--- src/rtl/srfp_pkg.sv ---
// Package of types and constants for the serial reply frame parser.
package srfp_pkg;

    localparam logic [7:0] HDR_FIRST       = 8'h57;
    localparam logic [7:0] HDR_SECOND      = 8'hAB;
    localparam logic [7:0] INFO_CODE_RESET = 8'd129;
    localparam int unsigned CAP_DEPTH      = 3;
    localparam logic [1:0] CAP_FULL        = 2'd3;
    localparam int unsigned NUM_BIT        = 0;
    localparam int unsigned CAPS_BIT       = 1;
    localparam int unsigned SCROLL_BIT     = 2;

    typedef enum logic [2:0] {
        PH_H1   = 3'd0,
        PH_H2   = 3'd1,
        PH_ADDR = 3'd2,
        PH_CMD  = 3'd3,
        PH_LEN  = 3'd4,
        PH_DATA = 3'd5,
        PH_SUM  = 3'd6
    } t_phase;

    typedef enum logic [1:0] {
        ST_BUSY     = 2'd0,
        ST_GOOD     = 2'd1,
        ST_BAD_SUM  = 2'd2,
        ST_SYNC_ERR = 2'd3
    } t_status;

    typedef struct packed {
        t_status    status;
        logic [7:0] last_command;
        logic [7:0] chip_version;
        logic [7:0] link_state;
        logic       num_lock;
        logic       caps_lock;
        logic       scroll_lock;
    } t_result;

endpackage

--- src/rtl/srfp_if.sv ---
// Valid/ready channel interfaces for received bytes and parse results.
interface srfp_in_if;
    logic       valid;
    logic       ready;
    logic [7:0] rx_byte;

    modport source (output valid, output rx_byte, input ready);
    modport sink (input valid, input rx_byte, output ready);
endinterface

interface srfp_out_if;
    logic       valid;
    logic       ready;
    logic [1:0] status;
    logic [7:0] last_command;
    logic [7:0] chip_version;
    logic [7:0] link_state;
    logic       num_lock;
    logic       caps_lock;
    logic       scroll_lock;

    modport source (output valid, output status, output last_command, output chip_version,
                    output link_state, output num_lock, output caps_lock,
                    output scroll_lock, input ready);
    modport sink (input valid, input status, input last_command, input chip_version,
                  input link_state, input num_lock, input caps_lock, input scroll_lock,
                  output ready);
endinterface

--- src/rtl/serial_reply_frame_parser.sv ---
// Top level of the serial reply frame parser.
//
// Received serial bytes arrive one item at a time on the i_in channel
// (valid/ready). Each accepted byte yields exactly one result item on the
// o_out channel: a status code (frame in progress, good frame end, checksum
// mismatch, header sync error), the command byte of the current or last
// frame, and the version, link state and lock indicators latched from the
// last good info reply.
// The byte passes an input register, then the frame state machine and the
// result register. Its result item is loaded into the result register when
// the parser takes the byte from the input register. One byte is taken every
// cycle while the receiver does not stall; the rate is set by the single state
// update of the frame state machine per byte.
// When the receiver stalls, the result register holds its item and the
// input register holds the next byte; input ready drops only when both are
// full. The info reply command code is written through i_cfg_we and i_cfg_wdata;
// the user must do so only while the block is idle; the block does not check it.
// Synchronous reset empties both registers, returns the parser to header
// search, clears the latched fields and sets the info reply code to 129.
module serial_reply_frame_parser (
    input  logic       i_clk,
    input  logic       i_rst_n,
    input  logic       i_cfg_we,
    input  logic [7:0] i_cfg_wdata,
    srfp_in_if.sink    i_in,
    srfp_out_if.source o_out
);
    import srfp_pkg::*;

    logic    in_valid;
    logic [7:0] in_byte;
    logic    out_free;
    logic    step;
    t_result core_result;
    t_result out_result;

    // The parser advances whenever a byte is held and the result slot is free.
    assign step = in_valid && out_free;

    srfp_in_stage u_in_stage (
        .i_clk   (i_clk),
        .i_rst_n (i_rst_n),
        .i_valid (i_in.valid),
        .i_byte  (i_in.rx_byte),
        .i_take  (step),
        .o_ready (i_in.ready),
        .o_valid (in_valid),
        .o_byte  (in_byte)
    );

    srfp_core u_core (
        .i_clk       (i_clk),
        .i_rst_n     (i_rst_n),
        .i_cfg_we    (i_cfg_we),
        .i_cfg_wdata (i_cfg_wdata),
        .i_step      (step),
        .i_byte      (in_byte),
        .o_result    (core_result)
    );

    srfp_out_stage u_out_stage (
        .i_clk    (i_clk),
        .i_rst_n  (i_rst_n),
        .i_load   (step),
        .i_result (core_result),
        .i_ready  (o_out.ready),
        .o_free   (out_free),
        .o_valid  (o_out.valid),
        .o_result (out_result)
    );

    assign o_out.status       = out_result.status;
    assign o_out.last_command = out_result.last_command;
    assign o_out.chip_version = out_result.chip_version;
    assign o_out.link_state   = out_result.link_state;
    assign o_out.num_lock     = out_result.num_lock;
    assign o_out.caps_lock    = out_result.caps_lock;
    assign o_out.scroll_lock  = out_result.scroll_lock;
endmodule

--- src/rtl/srfp_in_stage.sv ---
// Input register that holds one received byte until the parser takes it.
module srfp_in_stage (
    input  logic       i_clk,
    input  logic       i_rst_n,
    input  logic       i_valid,
    input  logic [7:0] i_byte,
    input  logic       i_take,
    output logic       o_ready,
    output logic       o_valid,
    output logic [7:0] o_byte
);
    logic       r_valid;
    logic [7:0] r_byte;

    // The register can load whenever it is empty or drains in this cycle.
    assign o_ready = !r_valid || i_take;
    assign o_valid = r_valid;
    assign o_byte  = r_byte;

    always_ff @(posedge i_clk) begin
        if (!i_rst_n) begin
            r_valid <= 1'b0;
        end else if (o_ready) begin
            r_valid <= i_valid;
        end
    end

    always_ff @(posedge i_clk) begin
        if (o_ready && i_valid) begin
            r_byte <= i_byte;
        end
    end
endmodule

--- src/rtl/srfp_core.sv ---
// Frame state machine: header sync, checksum, data capture and info latches.
module srfp_core (
    input  logic             i_clk,
    input  logic             i_rst_n,
    input  logic             i_cfg_we,
    input  logic [7:0]       i_cfg_wdata,
    input  logic             i_step,
    input  logic [7:0]       i_byte,
    output srfp_pkg::t_result o_result
);
    import srfp_pkg::*;

    t_phase     r_phase, n_phase;
    logic [7:0] r_rem, n_rem;
    logic [7:0] r_sum, n_sum;
    logic [1:0] r_pos, n_pos;
    logic [7:0] r_cmd, n_cmd;
    logic [7:0] r_info_code;
    logic [7:0] r_cap [CAP_DEPTH];
    logic [7:0] r_version, n_version;
    logic [7:0] r_link, n_link;
    logic [2:0] r_lock, n_lock;
    logic       cap_we;
    t_status    status;
    logic [7:0] sum_add;
    logic [7:0] rem_dec;

    assign sum_add = r_sum + i_byte;
    assign rem_dec = r_rem - 8'd1;

    // Next phase.
    always_comb begin
        n_phase = r_phase;
        case (r_phase)
            PH_H1:   n_phase = (i_byte == HDR_FIRST) ? PH_H2 : PH_H1;
            PH_H2:   n_phase = (i_byte == HDR_SECOND) ? PH_ADDR : PH_H1;
            PH_ADDR: n_phase = PH_CMD;
            PH_CMD:  n_phase = PH_LEN;
            PH_LEN:  n_phase = (i_byte == 8'd0) ? PH_SUM : PH_DATA;
            PH_DATA: n_phase = (rem_dec == 8'd0) ? PH_SUM : PH_DATA;
            PH_SUM:  n_phase = PH_H1;
            default: n_phase = PH_H1;
        endcase
    end

    // Datapath updates and status for the byte in hand.
    always_comb begin
        status    = ST_BUSY;
        n_sum     = r_sum;
        n_rem     = r_rem;
        n_pos     = r_pos;
        n_cmd     = r_cmd;
        n_version = r_version;
        n_link    = r_link;
        n_lock    = r_lock;
        cap_we    = 1'b0;
        case (r_phase)
            PH_H1: begin
                if (i_byte == HDR_FIRST) begin
                    n_sum = i_byte;
                end else begin
                    status = ST_SYNC_ERR;
                end
            end
            PH_H2: begin
                if (i_byte == HDR_SECOND) begin
                    n_sum = sum_add;
                end else begin
                    status = ST_SYNC_ERR;
                end
            end
            PH_ADDR: begin
                n_sum = sum_add;
            end
            PH_CMD: begin
                n_sum = sum_add;
                n_cmd = i_byte;
            end
            PH_LEN: begin
                n_sum = sum_add;
                n_rem = i_byte;
                n_pos = 2'd0;
            end
            PH_DATA: begin
                n_sum = sum_add;
                n_rem = rem_dec;
                if (r_pos != CAP_FULL) begin
                    cap_we = 1'b1;
                    n_pos  = r_pos + 2'd1;
                end
            end
            PH_SUM: begin
                n_rem = 8'd0;
                if (i_byte == r_sum) begin
                    status = ST_GOOD;
                    // Only a full info reply updates the latched fields.
                    if (r_cmd == r_info_code && r_pos == CAP_FULL) begin
                        n_version = r_cap[0];
                        n_link    = r_cap[1];
                        n_lock    = r_cap[2][2:0];
                    end
                end else begin
                    status = ST_BAD_SUM;
                end
            end
            default: begin
                status = ST_SYNC_ERR;
                n_rem  = 8'd0;
            end
        endcase
    end

    always_ff @(posedge i_clk) begin
        if (!i_rst_n) begin
            r_phase   <= PH_H1;
            r_rem     <= 8'd0;
            r_sum     <= 8'd0;
            r_pos     <= 2'd0;
            r_cmd     <= 8'd0;
            r_version <= 8'd0;
            r_link    <= 8'd0;
            r_lock    <= 3'd0;
        end else if (i_step) begin
            r_phase   <= n_phase;
            r_rem     <= n_rem;
            r_sum     <= n_sum;
            r_pos     <= n_pos;
            r_cmd     <= n_cmd;
            r_version <= n_version;
            r_link    <= n_link;
            r_lock    <= n_lock;
        end
    end

    always_ff @(posedge i_clk) begin
        if (!i_rst_n) begin
            r_info_code <= INFO_CODE_RESET;
        end else if (i_cfg_we) begin
            r_info_code <= i_cfg_wdata;
        end
    end

    // Capture storage has no reset; entries are read only after being written.
    always_ff @(posedge i_clk) begin
        for (int i = 0; i < CAP_DEPTH; i++) begin
            if (i_step && cap_we && r_pos == 2'(i)) begin
                r_cap[i] <= i_byte;
            end
        end
    end

    always_comb begin
        o_result.status       = status;
        o_result.last_command = n_cmd;
        o_result.chip_version = n_version;
        o_result.link_state   = n_link;
        o_result.num_lock     = n_lock[NUM_BIT];
        o_result.caps_lock    = n_lock[CAPS_BIT];
        o_result.scroll_lock  = n_lock[SCROLL_BIT];
    end
endmodule

--- src/rtl/srfp_out_stage.sv ---
// Result register that holds one parse result until the receiver takes it.
module srfp_out_stage (
    input  logic             i_clk,
    input  logic             i_rst_n,
    input  logic             i_load,
    input  srfp_pkg::t_result i_result,
    input  logic             i_ready,
    output logic             o_free,
    output logic             o_valid,
    output srfp_pkg::t_result o_result
);
    import srfp_pkg::*;

    logic    r_valid;
    t_result r_result;

    assign o_free   = !r_valid || i_ready;
    assign o_valid  = r_valid;
    assign o_result = r_result;

    always_ff @(posedge i_clk) begin
        if (!i_rst_n) begin
            r_valid <= 1'b0;
        end else if (o_free) begin
            r_valid <= i_load;
        end
    end

    always_ff @(posedge i_clk) begin
        if (i_load) begin
            r_result <= i_result;
        end
    end
endmodule

--- src/flat_wrapper.sv ---
// flat-port wrapper written by rule: the top's interface ports become plain ports
module serial_reply_frame_parser_flat import srfp_pkg::*;
  (i_clk, i_rst_n, i_cfg_we, i_cfg_wdata, i_in_valid, i_in_rx_byte, i_in_ready, o_out_valid, o_out_status, o_out_last_command, o_out_chip_version, o_out_link_state, o_out_num_lock, o_out_caps_lock, o_out_scroll_lock, o_out_ready);
  srfp_in_if i_in_i ();
  srfp_out_if o_out_i ();
  input  logic i_clk;
  input  logic i_rst_n;
  input  logic i_cfg_we;
  input  logic [7:0] i_cfg_wdata;
  input wire logic [$bits(i_in_i.valid)-1:0] i_in_valid;
  input wire logic [$bits(i_in_i.rx_byte)-1:0] i_in_rx_byte;
  output wire logic [$bits(i_in_i.ready)-1:0] i_in_ready;
  output wire logic [$bits(o_out_i.valid)-1:0] o_out_valid;
  output wire logic [$bits(o_out_i.status)-1:0] o_out_status;
  output wire logic [$bits(o_out_i.last_command)-1:0] o_out_last_command;
  output wire logic [$bits(o_out_i.chip_version)-1:0] o_out_chip_version;
  output wire logic [$bits(o_out_i.link_state)-1:0] o_out_link_state;
  output wire logic [$bits(o_out_i.num_lock)-1:0] o_out_num_lock;
  output wire logic [$bits(o_out_i.caps_lock)-1:0] o_out_caps_lock;
  output wire logic [$bits(o_out_i.scroll_lock)-1:0] o_out_scroll_lock;
  input wire logic [$bits(o_out_i.ready)-1:0] o_out_ready;
  assign i_in_i.valid = i_in_valid;
  assign i_in_i.rx_byte = i_in_rx_byte;
  assign i_in_ready = i_in_i.ready;
  assign o_out_valid = o_out_i.valid;
  assign o_out_status = o_out_i.status;
  assign o_out_last_command = o_out_i.last_command;
  assign o_out_chip_version = o_out_i.chip_version;
  assign o_out_link_state = o_out_i.link_state;
  assign o_out_num_lock = o_out_i.num_lock;
  assign o_out_caps_lock = o_out_i.caps_lock;
  assign o_out_scroll_lock = o_out_i.scroll_lock;
  assign o_out_i.ready = o_out_ready;
  serial_reply_frame_parser u_core (.i_clk(i_clk), .i_rst_n(i_rst_n), .i_cfg_we(i_cfg_we), .i_cfg_wdata(i_cfg_wdata), .i_in(i_in_i), .o_out(o_out_i));
endmodule
--- config.mk ---
export PLATFORM = sky130hd
export DESIGN_NAME = serial_reply_frame_parser_flat
export DESIGN_NICKNAME = d
export VERILOG_FILES = /design/src/rtl/srfp_pkg.sv /design/src/rtl/srfp_if.sv /design/src/rtl/serial_reply_frame_parser.sv /design/src/rtl/srfp_in_stage.sv /design/src/rtl/srfp_core.sv /design/src/rtl/srfp_out_stage.sv /design/src/flat_wrapper.sv
export SDC_FILE = /design/constraint.sdc
export NUM_CORES = 1
export LEC_CHECK = 0
export ABC_CLOCK_PERIOD_IN_PS = 3500
export BUFFER_PORTS_ARGS = -buffer_cell sky130_fd_sc_hd__buf_2
export CAP_MARGIN = 20
export CORE_MARGIN = 8
export CORE_UTILIZATION = 25
export CTS_BUF_LIST = sky130_fd_sc_hd__clkbuf_4 sky130_fd_sc_hd__clkbuf_8 sky130_fd_sc_hd__clkbuf_16
export CTS_CLUSTER_SIZE = 8
export DETAILED_ROUTE_END_ITERATION = 10
export GPL_TIMING_DRIVEN = 0
export PLACE_DENSITY = 0.46
export SETUP_SLACK_MARGIN = 0.4
export SYNTH_ARGS = -nofsm -noshare
export SYNTH_HDL_FRONTEND = slang
export SYNTH_SLANG_ARGS = --single-unit
--- constraint.sdc ---
create_clock -name i_clk -period 3.5 [get_ports i_clk]
set_input_delay 0.7 -clock i_clk [delete_from_list [all_inputs] [get_ports i_clk]]
set_output_delay 0.7 -clock i_clk [all_outputs]
set_load 0.03 [all_outputs]
==> reports/results.ini, run 1 <==
[floorplanning]
fp-row-count=53
fp.dieW_um=160.7
core_um2=20760
start_util=0.2521
ioPinCount=52
die_h_um=160.7
dieArea_um2=25810

[placement]
placed_cell_area_um2=5823
port_buffers=49
gp_congestion=0.8039
place_hpwl_um=8700

[synthesis]
synth_enable_flop_cells=56
synthCells=474
yosysTopAreaCellShare=0.3214
ys_types=55
syn_area_um2=5233
syn_avg_cell_area_um2=11.04
yosys_warnings=0
synth_nets=509
ys.flop_type=dfxtp_1
async_flop_share=0
synth_top_area_cell=edfxtp_1
ys_ff_latch=114
yosysSeqAreaShare=0.5433
ys_top_cells_by_area=edfxtp_1 32%, dfxtp_1 22%, mux2i_1 5.7%

[clock_tree]
cts_tree=built
max-clock-path-buffers=2
post_cts_buffers=1
cts-root-buf=clkbuf_16
cts_resized=0
cts_sinks=114
cts-hold-fix-buffers=0
clk_latency_ns=0.41
cts_max_level=4
cts_buffers=17
clkTransAtPathRegs_ns=0.06

[routing]
drt-initial-drc-count=250
drc_errors=0
vias=3697
vias_per_cell=4.449
first_pass_iters=5
drt_wl_total_um=12790
wl_per_cell_um=15.39
ant_nets=0

[pwr]
power_leakage_nw=2.301
clockPowerShare=0.504
powerDensity_nw_per_um2=517.9
power_frac_comb=0.053
switching_power_mw=0.7729
ir_drop_v=0.0003040
internal_power_mw=2.544
p_sw_frac=0.2330
seqPwrFrac=0.443

[critical_path]
critical-path-slowest-cell=edfxtp_1
criticalPathCategory=reg -> reg
crit_path_frequent_cell=buf_4
worstPathMaxFanout=10
worstSetupStartpointType=flip-flop
max_stage_delay_ns=0.70
end_kind=flip-flop
critical_path_arrival_ns=3.15
required_ns=3.78
critical_path.cell_chain=ha_1 > nor4_1 > and3_2 > nand3_4 > nor3_1 > buf_4 > buf_4 > mux2i_1 > nor2_1

[sta]
hold_viol=0
final_max_slew_viol_count=0
tightest_slew_ns=0.9385
rsz0062_at_grt=false
setup_violations=0
finalCritPeriodShare=0.8193
worst_slew_margin_rel=0.3744
finalCriticalPeriod_ns=2.868
fin_skew_ns=0.005409
tns_ns=0
fmax_ghz=0.3487

[grt]
grt_pass1_wl_um=20600
antenna_found_initial=0
grt_pass1_vias=3834
grt_max_degree=39
grt.met3_usage=0.03174
gr-total-overflow=0
grt_use_total=0.1028
grt.busiest_layer=met2
grtUsageMet1=0.1257
met2_usage=0.1619

[cells_and_area]
area_growth_pct=22.38
fillers=2127
antennaDiodeCount=0
final_area_um2=6404
nets=578
drive_above_1_share=0.2194

[run_status]
status=completed

[hold_path]
holdCritPathClass=in -> reg

[run]
max_cap_violations=0

[registers in the layout, summed over array words and instances, names as in the netlist]
name / count
u_core.u_core.r_rem: 8
u_core.u_core.r_link: 8
u_core.u_out_stage.o_result: 29
u_core.u_in_stage.o_byte: 8
u_core.u_out_stage.o_valid: 1
u_core.u_core.r_phase: 3
u_core.u_core.r_info_code: 8
u_core.u_in_stage.o_valid: 1
u_core.u_core.r_version: 8
u_core.u_core.r_pos: 2
u_core.u_core.r_cap: 19
u_core.u_core.r_sum: 8
u_core.u_core.r_lock: 3
u_core.u_core.r_cmd: 8
[layout make-up]
| cell class | count | area, µm² | share of cell area |
|---|---|---|---|
| Inverter | 14 | 52.55 | 0.008206 |
| Clock buffer | 18 | 432.9 | 0.06760 |
| Timing Repair Buffer | 50 | 252.7 | 0.03947 |
| Multi-Input combinational cell | 327 | 2247 | 0.3509 |
| Sequential cell | 114 | 2843 | 0.4439 |
| Clock inverter | 14 | 140.1 | 0.02188 |
| Buffer | 19 | 91.34 | 0.01426 |
| Tap cell | 275 | 344.1 | 0.05373 |
[Yosys cell counts, types with 8 or more instances]
| cell type | number |
|---|---|
| a21oi_1 | 18 |
| clkbuf_1 | 11 |
| dfxtp_1 | 58 |
| edfxtp_1 | 56 |
| ha_1 | 13 |
| inv_1 | 12 |
| mux2_2 | 26 |
| mux2i_1 | 30 |
| nand2_1 | 36 |
| nor2_1 | 46 |
| nor2b_1 | 28 |
| nor3_1 | 13 |
| o21ai_0 | 21 |
| xnor2_1 | 8 |
| xor2_1 | 8 |
[layer usage]
metal / wire [µm] / share of wire
met3: 622 / 0.049
met2: 5828 / 0.46
met1: 6044 / 0.47
met4: 294 / 0.023
met5: 0 / 0
[cells by family after synthesis]
group / Yosys count / synth area share
buffers and inverters: 33 / 0.02726
AOI/OAI and AO/OA: 67 / 0.08106
adders and majority gates: 14 / 0.03491
and+or+nand+nor: 174 / 0.1734
xor gates and xnor gates: 16 / 0.02678
DFF: 114 / 0.5433
muxes: 56 / 0.1133
[cells in the final DEF, fill, tap and decap left out, types with 18 or more instances in the layout]
master / count
mux2_2: 26
nor2_1: 46
nor2b_1: 28
a21oi_1: 18
o21ai_0: 21
dfxtp_1: 58
edfxtp_1: 56
nand2_1: 36
buf_2: 53
mux2i_1: 30
[through the flow]
stage	worst slack [ns]	instances	util	hold WS [ns]	total power [mW]
detailed placement	0.1133	798	0.2805	0.4717	1.676
CTS	0.6081	831	0.3085	0.4403	3.361
finish	0.6323	831	0.3085	0.4593	3.317
global route	0.4570	831	0.3085	0.4324	3.448
global placement	0.02034	798	0.2805	0.4629	1.674
floorplan	0.8098	474	-	0.4393	1.604
[final timing paths]
| kind | from | endpoint | slack [ns] | cells after the start |
|---|---|---|---|---|
| max | u_core.u_in_stage.o_byte[2]$_DFFE_PP_ | u_core.u_core.r_version[7]$_SDFFE_PN0P_ | 0.63 | 9 |
| min | i_in_rx_byte[4] | u_core.u_in_stage.o_byte[4]$_DFFE_PP_ | 0.46 | 1 |
| min reg2reg | u_core.u_core.r_sum[5]$_SDFFE_PN0P_ | u_core.u_core.r_sum[5]$_SDFFE_PN0P_ | 0.47 | 2 |
| max reg2reg | u_core.u_in_stage.o_byte[2]$_DFFE_PP_ | u_core.u_core.r_version[7]$_SDFFE_PN0P_ | 0.63 | 9 |
[power groups by stage]
stage / combinational, mW / sequential [mW] / clock (mW)
after floorplan: 0.0866 / 1.52 / 0
after global placement: 0.175 / 1.50 / 0
after detailed placement: 0.178 / 1.50 / 0
after CTS: 0.178 / 1.47 / 1.71
after global routing: 0.191 / 1.47 / 1.78
final: 0.174 / 1.47 / 1.67
[critical path: cells and delay by family, from the launching register on]
family        cells  cell delay [ns]
simple gates      5             0.91
flops             1             0.70
buf+inv           2             0.51
fa+ha+maj         1             0.38
mux               1             0.21
Note: power is estimated with default switching activity, not from simulation.
==> run 2: changes to the inputs <==
ABC_AREA = 1   (was not set)
ABC_CLOCK_PERIOD_IN_PS = 2600   (was 3500)
PLACE_DENSITY = 0.48   (was 0.46)
clock period = 2.6 ns   (was 3.5 ns; I/O delays follow)
==> run 2 against run 1 <==
Against the previous run: fmax is 32% higher; register-to-register slack worse by 0.20 ns; wire length is 5.7% higher; sequential power is 36% higher; core utilization is 1.4 points higher; largest cell class unchanged.
==> reports/results.ini, run 2 <==
[critical_path]
worstSetupStartpointType=flip-flop
criticalPathCategory=reg -> reg
critical_path_arrival_ns=2.53
end_kind=flip-flop
worstPathMaxFanout=6
required_ns=2.96

[routing]
drt_wl_total_um=13520
vias=4257
drc_errors=0
vias_per_cell=4.313
ant_nets=0
first_pass_iters=6
drt-initial-drc-count=222
wl_per_cell_um=13.70

[synthesis]
synth_nets=650
ys_top_cells_by_area=edfxtp_1 32%, dfxtp_1 22%, nand2_1 9.6%
synth_enable_flop_cells=56
yosysMostFrequentCell=nand2_1
synthCells=615
synth_top_area_cell=edfxtp_1
yosysSeqAreaShare=0.5360
yosysTopAreaCellShare=0.3171
syn_avg_cell_area_um2=8.624
syn_area_um2=5304
ys.flop_type=dfxtp_1
ys_ff_latch=114
async_flop_share=0
ys_types=39
yosys_warnings=0
ys_top_cells_by_count=135 x nand2_1, 80 x nor2_1, 67 x inv_1

[sta]
fin_skew_ns=0.009156
finalCritPeriodShare=0.8341
tns_ns=0
rsz0062_at_grt=true
fmax_ghz=0.4611
final_max_slew_viol_count=0
setup_violations=0
whs_ns=0.2832
finalCriticalPeriod_ns=2.169
hold_viol=0
worst_slew_margin_rel=0.3360
tightest_slew_ns=0.9961

[clock_tree]
clkTransAtPathRegs_ns=0.05
clk_latency_ns=0.41
cts_tree=built
cts_max_level=4
max-clock-path-buffers=2
cts_buffers=17
cts_sinks=114
cts-root-buf=clkbuf_16

[cells_and_area]
final_cell_mix=131 x nand2_1, 78 x nor2_1, 67 x inv_1
fillers=2225
drive_above_1_share=0.1952
fin_util=0.3229
fin_cells=987
area_growth_pct=27.58
largest_reg_flops=29
nets=734
layout_commonest_cell=nand2_1
antennaDiodeCount=0

[grt]
antenna_found_initial=0
grt_pass1_vias=4035
grtUsageMet1=0.1333
met2_usage=0.1677
grt_max_degree=39
grt_use_total=0.1065
grt_pass1_wl_um=21510
gr-total-overflow=0
grt.busiest_layer=met2
grt.met3_usage=0.03316

[run]
max_cap_violations=0

[floorplanning]
start_util=0.2531
dieArea_um2=26130
ioPinCount=52
fp-row-count=53
core_um2=20960
fp.dieW_um=161.7
die_h_um=161.7

[placement]
dp.cells=941
place_hpwl_um=9182
port_buffers=51
gp_congestion=0.7955

[pwr]
power_leakage_nw=2.961
powerDensity_nw_per_um2=697.3
ir_drop_v=0.0004207
power_mw=4.718

[run_status]
status=completed

[hold_path]
holdCritPathClass=in -> reg

[run 2: cell count changes in the layout (fill, tap and decap cells not counted), moves of 28 or more]
cell and change:
inv_1 +55, mux2i_1 -30, nand2_1 +95, nand3_1 +38, nor2_1 +32, nor2b_1 -28
[run 2: area by class of cell]
| cell class | count | area (µm²) | area share |
|---|---|---|---|
| plain buffers | 19 | 125.1 | 0.01849 |
| clock buffers | 19 | 440.4 | 0.06509 |
| clock inverters | 13 | 161.4 | 0.02385 |
| inverters | 76 | 285.3 | 0.04216 |
| multi-input cells | 406 | 2142 | 0.3166 |
| flip-flops and latches | 114 | 2843 | 0.4201 |
| well taps | 275 | 344.1 | 0.05085 |
| repair buffers | 65 | 425.4 | 0.06287 |
[run 2: repair_timing]
| action | 4_1_cts | 5_1_grt |
|---|---|---|
| setup endpoints to repair | 38 | 38 |
| pin swaps | 1 | 3 |
| setup buffers | 7 | 4 |
| cloned | 0 | 3 |
| gates resized for setup | 5 | 17 |
| hold buffers | 0 | 0 |
[run 2: logic make-up (layout without fill, tap and decap cells)]
logic type,Yosys count,in the layout,share of synthesized area
xor+xnor,9,9,0.01486
fa+ha+maj,14,14,0.03444
flops,114,114,0.5360
buf+inv,95,192,0.07572
compound gates,94,94,0.09955
simple gates,289,289,0.2394
[run 2: power breakdown]
part | switching, mW | total (mW) | leakage (nW) | internal, mW
clock network | 0.854 | 2.38 | 0.288 | 1.53
logic | 0.227 | 0.337 | 1.68 | 0.109
registers | 0.0379 | 2.00 | 0.993 | 1.96
[run 2: routing by layer]
metal  wire length (µm)  share of wire
met1               6208           0.46
met5                  0              0
met3                827          0.061
met2               6222           0.46
met4                261          0.019
[run 2: path summary, 6_finish.rpt]
path / from / to / slack, ns / cells after the start
max: u_core.u_in_stage.o_byte[3]$_DFFE_PP_ / u_core.u_core.r_version[6]$_SDFFE_PN0P_ / 0.43 / 10
max reg2reg: u_core.u_in_stage.o_byte[3]$_DFFE_PP_ / u_core.u_core.r_version[6]$_SDFFE_PN0P_ / 0.43 / 10
min: i_in_rx_byte[2] / u_core.u_in_stage.o_byte[2]$_DFFE_PP_ / 0.28 / 1
min reg2reg: u_core.u_core.r_sum[0]$_SDFFE_PN0P_ / u_core.u_core.r_sum[0]$_SDFFE_PN0P_ / 0.47 / 2
[run 2: critical path: stages, from the launching register on]
cell       delay, ns
edfxtp_1        0.50
ha_4            0.30
nor4_4          0.29
nand3_2         0.20
nor2_4          0.20
buf_4           0.16
clkbuf_16       0.13
nand3_1         0.12
nand3_1         0.11
nand2_1         0.07
inv_1           0.05
[run 2: per-stage QoR]
| stage | setup WS, ns | area [µm²] |
|---|---|---|
| after floorplan | 0.5886 | 5305 |
| final | 0.4315 | 6766 |
| after CTS | 0.4153 | 6588 |
| after detailed placement | 0.03690 | 5904 |
| after global routing | 0.3415 | 6766 |
| after global placement | 0.06874 | 5904 |
==> run 3: changes to the inputs <==
ABC_AREA = 0   (was 1)
ABC_CLOCK_PERIOD_IN_PS = 2100   (was 2600)
PLACE_DENSITY = 0.46   (was 0.48)
clock period = 2.1 ns   (was 2.6 ns; I/O delays follow)
==> run 3 against run 2 <==
Against the previous run: cell count down 13%; largest power group unchanged; fmax fell by 11%; worst setup slack worse by 0.77 ns; total power rose by 20%; core utilization grew 1.9 points; critical path type unchanged; clock skew is essentially flat; combinational power rose by 9.8%; hold slack worse by 0.11 ns; the run now ends with negative setup slack left; critical path depth increased by 2; count of clock-buffer cells in the layout unchanged; wire length rose by 1.2%.
==> reports/results.ini, run 3 (synthesis results as in run 1) <==
[sta]
finalCritPeriodShare=1.163
tightest_slew_ns=0.5929
setup_slack_ns=-0.3422
tns_ns=-10.32
fin_skew_ns=0.008969
hold_viol=0
fmax_ghz=0.4095
final_max_slew_viol_count=0
worst_slew_margin_rel=0.6021
finalCriticalPeriod_ns=2.442
setup_violations=40
rsz0062_at_grt=true

[clock_tree]
cts_max_level=4
clk_latency_ns=0.42
max-clock-path-buffers=2
clkTransAtPathRegs_ns=0.06
cts-root-buf=clkbuf_16
cts-hold-fix-buffers=0
cts_buffers=17
cts_sinks=114
cts_tree=built

[pwr]
p_sw_frac=0.2355
powerDensity_nw_per_um2=794.9
clockPowerShare=0.504
power_mw=5.641
power_frac_comb=0.066
internal_power_mw=4.313
seqPwrFrac=0.430
ir_drop_v=0.0005446
switching_power_mw=1.329
power_leakage_nw=2.581

[critical_path]
required_ns=2.42
worstPathMaxFanout=5
worstSetupStartpointType=flip-flop
criticalPathCategory=reg -> reg
critical_path_arrival_ns=2.76
end_kind=flip-flop

[floorplanning]
core_um2=20760
fp-row-count=53
fp.dieW_um=160.7
ioPinCount=52
die_h_um=160.7
start_util=0.2521
dieArea_um2=25810

[run]
max_cap_violations=0

[placement]
gp_congestion=0.8197
port_buffers=49
dpl_worst_slack_ns=-1.154
placed_cell_area_um2=5894
place_hpwl_um=8866

[cells_and_area]
final_cell_mix=56 x edfxtp_1, 55 x dfxtp_1, 51 x buf_2
drive_above_1_share=0.3288
fillers=2089
fin_util=0.3419
multi_input_area_um2=2511
layout_commonest_cell=edfxtp_1
final-seq-area_um2=2846
nets=609
area_growth_pct=35.63
largest_reg_flops=29
antennaDiodeCount=0
final_area_um2=7097

[routing]
drc_errors=0
first_pass_iters=4
vias_per_cell=4.473
vias=3856
wl_per_cell_um=15.88
drt-initial-drc-count=325
ant_nets=0
drt_wl_total_um=13690

[run_status]
status=finished, violations left
failed_checks=negative setup slack

[grt]
grt_use_total=0.1079
grt_pass1_vias=3919
grt_max_degree=39
gr-total-overflow=0
grt_pass1_wl_um=21470
antenna_found_initial=0

[hold_path]
holdCritPathClass=in -> reg

## run 3: cell count changes in the layout (fill, tap and decap cells not counted), sizes merged, moves of 9 or more
cell,delta
a21oi,-15
mux2i,+30
nor3,+9
mux2,+26
buf,+20
inv,-59
nand2,-100
nor2,-35
nand3,-51
o21ai,-18
nor2b,+28
## run 3: routing by layer
metal | global-route usage | wire, µm | vias to the layer above
met5 | 0 | 0 | -
met4 | 0.04418 | 262 | 0
met3 | 0.03532 | 667 | 25
met2 | 0.1766 | 6632 | 87
met1 | 0.1283 | 6123 | 1842
li1 | - | - | 1902
## run 3: layout make-up
| cell class | count | share of cell area |
|---|---|---|
| Clock buffer | 19 | 0.06294 |
| Timing Repair Buffer | 81 | 0.08692 |
| Tap cell | 275 | 0.04848 |
| Multi-Input combinational cell | 327 | 0.3538 |
| Clock inverter | 13 | 0.01904 |
| Inverter | 14 | 0.007934 |
| Buffer | 19 | 0.01975 |
| Sequential cell | 114 | 0.4011 |
## run 3: power groups by stage
stage / Clock [mW] / Combinational, mW / Sequential, mW
finish: 2.84 / 0.370 / 2.43
CTS: 2.89 / 0.347 / 2.43
global route: 3.00 / 0.405 / 2.43
floorplan: 0 / 0.148 / 2.53
detailed placement: 0 / 0.299 / 2.50
global placement: 0 / 0.297 / 2.50
## run 3: path summary, 6_finish.rpt
| path | startpoint | end | slack (ns) | cells after the start |
|---|---|---|---|---|
| worst max-delay path | u_core.u_in_stage.o_byte[4]$_DFFE_PP_ | u_core.u_core.r_version[5]$_SDFFE_PN0P_ | -0.34 | 12 |
| worst min-delay path | i_in_rx_byte[1] | u_core.u_in_stage.o_byte[1]$_DFFE_PP_ | 0.17 | 1 |
| worst max register to register | u_core.u_in_stage.o_byte[4]$_DFFE_PP_ | u_core.u_core.r_version[5]$_SDFFE_PN0P_ | -0.34 | 12 |
| worst min register to register | u_core.u_core.r_sum[3]$_SDFFE_PN0P_ | u_core.u_core.r_sum[3]$_SDFFE_PN0P_ | 0.47 | 2 |
## run 3: per-stage QoR
stage	hold slack (ns)	std cells
floorplan	0.4393	474
global placement	0.4626	798
detailed placement	0.4734	798
CTS	0.1606	851
global route	0.1530	862
finish	0.1698	862
## run 3: repair_timing
action,CTS,global route
gates resized for setup,28,66
pin swaps,7,12
setup endpoints to repair,123,86
gates cloned,3,1
buffers inserted,18,10
## run 3: worst max-delay path, stage by stage (launching register included)
cell	delay (ns)
edfxtp_1	0.46
ha_4	0.30
nor4_4	0.25
and3_4	0.24
nand3_4	0.09
buf_6	0.13
buf_6	0.10
nor3_4	0.11
buf_6	0.18
buf_12	0.12
buf_16	0.11
mux2i_1	0.17
nor2b_1	0.06
